**src/rtl/tia_pkg.sv**
```systemverilog
// Package for the typed identifier allocator: field widths, status and
// command codes, parameter defaults and the front-to-back command struct.
// No dependencies.
package tia_pkg;

	// parameter defaults
	localparam int ID_BITS_DEF    = 16;
	localparam int FREE_DEPTH_DEF = 256;
	localparam int NUM_KINDS_DEF  = 4;

	// fixed field widths
	localparam int FUNC_W   = 1;
	localparam int KIND_W   = 2;
	localparam int IDENT_W  = 16;
	localparam int STATUS_W = 3;

	// func field codes
	localparam logic [FUNC_W-1:0] FN_RELEASE  = 1'b0;
	localparam logic [FUNC_W-1:0] FN_ALLOCATE = 1'b1;

	// result status codes
	localparam logic [STATUS_W-1:0] ST_KEPT      = 3'd0;
	localparam logic [STATUS_W-1:0] ST_DROPPED   = 3'd1;
	localparam logic [STATUS_W-1:0] ST_REUSED    = 3'd2;
	localparam logic [STATUS_W-1:0] ST_FRESH     = 3'd3;
	localparam logic [STATUS_W-1:0] ST_EXHAUSTED = 3'd4;

	// classified command codes
	localparam logic [1:0] OP_PUSH   = 2'd0; // release with a valid kind and nonzero id
	localparam logic [1:0] OP_POP    = 2'd1; // allocate with a valid kind
	localparam logic [1:0] OP_DROP   = 2'd2; // release that is rejected up front
	localparam logic [1:0] OP_NOKIND = 2'd3; // allocate on a kind without a stack

	typedef struct packed {
		logic [1:0]         op;
		logic [KIND_W-1:0]  kind;
		logic [IDENT_W-1:0] ident;
	} cmd_t;

endpackage

```
**src/rtl/tia_front.sv**
```systemverilog
// Front end: accepts input beats, classifies them into commands and queues
// them in a two-entry FIFO for the back end. Uses tia_pkg.
module tia_front
	import tia_pkg::*;
#(
	parameter int ID_BITS   = ID_BITS_DEF,
	parameter int NUM_KINDS = NUM_KINDS_DEF
) (
	input  logic               clk,
	input  logic               arst_n,
	input  logic               in_valid,
	output logic               in_ready,
	input  logic [FUNC_W-1:0]  func,
	input  logic [KIND_W-1:0]  kind,
	input  logic [IDENT_W-1:0] ident,
	output logic               q_valid,
	input  logic               q_ready,
	output cmd_t               q_cmd
);

	localparam logic [IDENT_W-1:0] IDENT_MASK = (ID_BITS >= IDENT_W) ? '1 :
		IDENT_W'((64'd1 << ID_BITS) - 64'd1);

	cmd_t             cmd;
	logic             kind_ok;
	logic [IDENT_W-1:0] ident_m;
	cmd_t             fifo_q [2];
	logic             wptr_q;
	logic             rptr_q;
	logic [1:0]       count_q;
	logic             push;
	logic             pop;

	assign ident_m = ident & IDENT_MASK;
	assign kind_ok = 32'(kind) < NUM_KINDS;

	always_comb begin
		cmd.kind  = kind;
		cmd.ident = ident_m;
		priority if (!kind_ok) begin
			cmd.op = (func == FN_ALLOCATE) ? OP_NOKIND : OP_DROP;
		end else if (func == FN_ALLOCATE) begin
			cmd.op = OP_POP;
		end else if (ident_m == '0) begin
			// a zero id is never pushed onto a stack: drop it
			cmd.op = OP_DROP;
		end else begin
			cmd.op = OP_PUSH;
		end
	end

	assign in_ready = (count_q != 2'd2);
	assign push     = in_valid && in_ready;
	assign q_valid  = (count_q != 2'd0);
	assign pop      = q_valid && q_ready;
	assign q_cmd    = fifo_q[rptr_q];

	always_ff @(posedge clk) begin
		if (push) begin
			fifo_q[wptr_q] <= cmd;
		end
	end

	always_ff @(posedge clk or negedge arst_n) begin
		if (!arst_n) begin
			wptr_q  <= 1'b0;
			rptr_q  <= 1'b0;
			count_q <= 2'd0;
		end else begin
			if (push) begin
				wptr_q <= ~wptr_q;
			end
			if (pop) begin
				rptr_q <= ~rptr_q;
			end
			count_q <= count_q + 2'(push) - 2'(pop);
		end
	end

endmodule

```
**config.mk**
```make
export PLATFORM = sky130hd
export DESIGN_NAME = tia_front
export DESIGN_NICKNAME = d
export VERILOG_FILES = /design/src/rtl/tia_pkg.sv /design/src/rtl/tia_front.sv
export SDC_FILE = /design/constraint.sdc
export NUM_CORES = 1
export LEC_CHECK = 0
export ABC_AREA = 1
export BUFFER_PORTS_ARGS = -buffer_cell sky130_fd_sc_hd__buf_2
export CAP_MARGIN = 15
export CORE_MARGIN = 2
export CORE_UTILIZATION = 30
export CTS_CLUSTER_DIAMETER = 150
export DETAILED_ROUTE_END_ITERATION = 8
export PLACE_DENSITY_LB_ADDON = 0.15
export SETUP_SLACK_MARGIN = 0.15
export SLEW_MARGIN = 20
export SYNTH_ARGS = -nofsm -noshare
export SYNTH_HDL_FRONTEND = slang
export SYNTH_SLANG_ARGS = --single-unit
```
**constraint.sdc**
```tcl
create_clock -name clk -period 2.1 [get_ports clk]
set_input_delay 0.315 -clock clk [delete_from_list [all_inputs] [get_ports clk]]
set_output_delay 0.315 -clock clk [all_outputs]
set_load 0.01 [all_outputs]
```
==> results of run 1 <==
-- report_power, final --
part / internal, uW / switching, uW
logic: 375 / 633
registers: 1200 / 96.6
clock network: 594 / 265
-- repair_timing --
item,4_1_cts,5_1_grt
endpoints found under the hold margin,4,0
endpoints found under the setup margin,0,0
hold buffers,1,0
-- sequential cells by signal, indices dropped and copies added, names as in the netlist --
name and count:
wptr_q 1, rptr_q 1, fifo_q 40, count_q 2
-- synth_stat cells (3+ instances only) --
cell type  count  area (um2)
inv_1          6        22.5
edfxtp_1      40        1200
buf_2          4        20.0
dfrtp_1        4         100
inv_2          3        11.3
nor2_2         3        18.8
nand2_1       71         267
nor2_1        11        41.3
-- per-layer routing --
layer / up-vias / share of wire / wire, um
met1: 540 / 0.41 / 1320
met5: - / 0 / 0
met2: 29 / 0.52 / 1690
met3: 4 / 0.055 / 179
li1: 592 / - / -
met4: 0 / 0.014 / 44
-- logic make-up after synthesis --
logic type / after synthesis / share of synthesized area
AO/OA/AOI/OAI: 1 / 0.00285
adder cells (fa/ha/maj): 1 / 0.00712
XOR/XNOR: 2 / 0.00997
AND/OR/NAND/NOR: 90 / 0.209
buffers and inverters: 13 / 0.0306
flip-flops: 44 / 0.741
-- worst max-delay path, stage by stage, from the launching register on --
cell     delay [ns]
dfrtp_1        0.49
inv_2          0.31
nand2_1        0.09
nand2_1        0.09
buf_2          0.13
-- worst min path at each step --
stage                     depth (start not counted)             to     from  slack (ns)
after floorplan                                   0     count_q[0]   arst_n        0.02
after global placement                            1     count_q[1]   arst_n        0.12
after detailed placement                          1     count_q[1]   arst_n        0.13
after CTS                                         1  fifo_q[0][16]  kind[0]        0.21
after global routing                              1  fifo_q[0][16]  kind[0]        0.20
final                                             1  fifo_q[0][16]  kind[0]        0.22
-- through the flow --
| stage | instance area, um2 | util | hold WS, ns |
|---|---|---|---|
| 6_report | 2260 | 0.405 | 0.216 |
| 5_1_grt | 2260 | 0.405 | 0.200 |
| 4_1_cts | 2260 | 0.405 | 0.209 |
| 3_5_place_dp | 2090 | 0.374 | 0.129 |
| 3_3_place_gp | 2090 | 0.374 | 0.124 |
| 2_1_floorplan | 1760 | - | 0.0194 |
-- layout make-up --
cell class              instances  area share
multi-input cells              94       0.179
clock inverters                 3      0.0399
inverters                       9      0.0150
repair buffers                 50       0.119
flip-flops and latches         44       0.577
well taps                      72      0.0399
clock buffers                   5      0.0305
==> out/metrics.yaml, run 1 <==
ff2ff_path_depth: 4
final_max_slew_viol_count: 0
maxSlewHeadroom: 0.777
wl_per_cell_um: 11.7
synth_edf_count: 40
place.gp.congestion: 0.691
async_flop_share: 0.0909
first_pass_iters: 4
layout_commonest_cell: "nand2_1"
post-place-ws_ns: 0.565
synth_cell_type_count: 17
syn_avg_cell_area_um2: 11.6
timing.final.crit_share: 0.817
drive_gt1_frac: 0.327
syn_area_mm2: 0.00176
setup_viol_count_final: 0
fp.dieH_um: 80.5
synth_fp_nets: 175
hold_path_class: "in -> reg"
layout.nets: 228
fill_cells: 554
r2r_end: "fifo_q[0][9]"
max_freq_ghz: 0.583
numPortBuffers: 44
grt-busiest-layer: "met2"
power_density_mw_per_mm2: 1400
cp_max_fo: 20
clockBufferDepth: 2
root_buffer: "clkbuf_8"
r2r_start: "count_q[1]"
hpwl_mm: 2.42
power.leakage_uw: 0.000994
ff2ff_setup_slack_ns: 0.59
drt_drc_violations_left: 0
hold_violations: 0
ios: 45
die_w_um: 80.5
multiInputGateArea_um2: 404
detail-route-antenna-nets: 0
synth_cells: 151
overflow: 0
cts.repair.resized: 0
post-cts-setup-buffer-count: 0
worst_pin_slew_ns: 0.335
ys_warn_count: 0
antenna_found_initial: 0
grt_usage: 0.104
area_growth_pct: 28.4
most-common-layout-cells: "71 x nand2_1, 44 x buf_2, 40 x edfxtp_1, 10 x nor2_1, 6 x inv_1"
first_global_vias: 1149
cts_buffers: 5
numPlacedInstances: 268
core_area_mm2: 0.00557
met2_usage: 0.189
crit_end: "q_cmd[7]"
period_needed_ns: 1.72
cap_viol_max_count: 0
skew_ns: 0.00361
synth-seq-cells: 44
p_total_uw: 3170
grt_max_degree: 21
ys_seq_area_frac: 0.741
synth-main-ff-cell: "edfxtp_1"
vias_per_cell: 4.21
n_antenna_cell: 0
grt_pass1_wl_mm: 4.96
worst-endpoint-arrival_ns: 1.40
tns_ns: 0
timing.final.ws_setup_ns: 0.384
worstSetupStartpointType: "register"
start_util: 0.315
critPathCaptureType: "primary output"
num_rows: 27
first_iter_violations: 23
crit_start: "rptr_q"
instances_no_fill: 277
use_met3: 0.0281
ff_latch_area_mm2: 0.00130
grt_setup_unrepaired: "no"
ir_worst_vdd_mv: 0.746
path_class: "reg -> out"
numClockSinks: 44
htreeDepth: 2
cts.reportedPaths.clkPinSlew_ns: 0.08
clock_latency_ns: 0.28
vias: 1165
status: "completed"
required_ns: 1.78
use_met1: 0.111
wirelength_mm: 3.23
cts_tree: "built"
dieArea_mm2: 0.00648
No activity file was read; power rests on OpenSTA's default activity.
==> inputs of run 2 (changes only) <==
==> constraint.sdc (replaced) <==
create_clock -name clk -period 1.5 [get_ports clk]
set_input_delay 0.225 -clock clk [delete_from_list [all_inputs] [get_ports clk]]
set_output_delay 0.225 -clock clk [all_outputs]
set_load 0.01 [all_outputs]
==> run 2 against run 1 <==
Against the previous run: clock skew is 0.0025 ns higher; combinational power is 77% higher; hold slack worse by 0.084 ns.
==> out/metrics.yaml, run 2 (synthesized netlist as in run 1, its figures left out) <==
fp.dieH_um: 80.5
cap_viol_max_count: 0
power.leakage_uw: 0.00100
ios: 45
numPortBuffers: 44
maxSlewHeadroom: 0.871
cp_top_family: "flip-flops"
hold_violations: 0
p_clk_frac: 0.168
wirelength_mm: 3.53
cts.reportedPaths.clkPinSlew_ns: 0.08
hold_path_class: "in -> reg"
vias: 1183
worstPathCellList: "nand2_4, nand2_8, xnor2_2, ha_2, nand2_2, nand2_2, inv_2, nand2_2, nand2_1"
path_class: "reg -> reg"
switching_share: 0.360
final_max_slew_viol_count: 0
layout_commonest_cell: "nand2_1"
grt_max_degree: 22
crit_start: "count_q[1]"
place.gp.congestion: 0.673
period_needed_ns: 1.44
overflow: 0
fill_cells: 554
ir_worst_vdd_mv: 0.768
p_sw_uw: 1570
core_area_mm2: 0.00557
root_buffer: "clkbuf_8"
htreeDepth: 2
p_total_uw: 4360
drive_gt1_frac: 0.388
largest_register_ffs: 40
layout.nets: 232
top_register: "fifo_q"
worst-endpoint-arrival_ns: 1.62
crit_end: "count_q[1]"
cpMostUsedCell: "nand2_2"
hpwl_mm: 2.32
final_cell_area_mm2: 0.00232
setup_viol_count_final: 0
max_freq_ghz: 0.697
p_int_uw: 2790
worst-path-buf-inv: 1
most-common-layout-cells: "67 x nand2_1, 44 x buf_2, 40 x edfxtp_1, 10 x nor2_1"
num_rows: 27
first_pass_iters: 4
clockBufferDepth: 2
vias_per_cell: 4.21
wl_per_cell_um: 12.6
first_iter_violations: 46
hold_depth: 1
r2r_start: "count_q[1]"
timing.final.crit_share: 0.957
worstSetupStartpointType: "register"
start_util: 0.315
reg_top3: "fifo_q (40), count_q (2)"
p_comb_frac: 0.410
seqPwrFrac: 0.421
status: "completed"
max_stage_delay_ns: 0.46
dieArea_mm2: 0.00648
ff2ff_setup_slack_ns: 0.06
grt_pass1_wl_mm: 5.31
path_depth: 9
antenna_found_initial: 0
skew_ns: 0.00615
hold_ws_ns: 0.131
numClockSinks: 44
required_ns: 1.68
area_growth_pct: 32.1
grt_usage: 0.113
clock_latency_ns: 0.29
r2r_end: "count_q[1]"
placed_cell_area_mm2: 0.00211
ff2ff_path_depth: 9
first_global_vias: 1184
cp_max_fo: 5
worst_pin_slew_ns: 0.194
drt_drc_violations_left: 0
n_antenna_cell: 0
detail-route-antenna-nets: 0
cpMaxStageDelayCell: "dfrtp_2"
critPathCaptureType: "register"
grt_setup_unrepaired: "yes"
die_w_um: 80.5
power_density_mw_per_mm2: 1880
cts_buffers: 5
cts_tree: "built"
==> run 2: power by group through the flow <==
stage                     logic (uW)  clock network (uW)  registers (uW)
after floorplan                  930                   0            1810
after global placement          1530                   0            1810
after detailed placement        1560                   0            1820
after CTS                       1730                 759            1830
after global routing            1980                 802            1870
final                           1790                 735            1840
==> run 2: how the worst min path moves through the flow <==
stage / startpoint / to / slack [ns]
2_1_floorplan: arst_n / count_q[0] / -0.07
3_3_place_gp: arst_n / count_q[0] / 0.04
3_5_place_dp: arst_n / count_q[0] / 0.04
4_1_cts: kind[1] / fifo_q[0][17] / 0.12
5_1_grt: kind[1] / fifo_q[0][17] / 0.12
6_report: kind[1] / fifo_q[0][17] / 0.13
==> run 2: cell type report <==
cell class / instances / area, um2 / share of cell area
multi-input cells: 94 / 458 / 0.197
well taps: 72 / 90.1 / 0.0388
flip-flops and latches: 44 / 1310 / 0.563
clock buffers: 8 / 90.1 / 0.0388
inverters: 9 / 41.3 / 0.0178
repair buffers: 54 / 335 / 0.145
==> run 2: stage by stage <==
stage          cells  worst slack [ns]  utilization   TNS, ns
5_1_grt          281            0.0155        0.416         0
3_3_place_gp     266             0.162        0.379         0
6_report         281            0.0648        0.416         0
3_5_place_dp     266          -0.00362        0.379  -0.00362
2_1_floorplan    151             0.153            -         0
4_1_cts          279            0.0678        0.410         0
==> run 2: repair_timing <==
action,in CTS,in global routing
endpoints found under the hold margin,4,0
hold buffers,1,0
gates resized for setup,11,9
pin swaps,9,8
setup endpoints to repair,22,42
setup buffers,4,2
==> run 2: routing by layer <==
layer  vias to the layer above  global-route usage  wire (um)
li1                        599                   -          -
met1                       548               0.116       1390
met2                        28               0.205       1880
met3                         8              0.0382        179
met4                         0              0.0542         83
met5                         -                   0          0
==> run 2: worst reg2reg max path: cells and delay by family (launching register included) <==
family | cells | cell delay (ns)
buffers and inverters | 1 | 0.04
and+or+nand+nor | 6 | 0.44
DFF | 1 | 0.46
adders and majority gates | 1 | 0.23
xor gates and xnor gates | 1 | 0.17
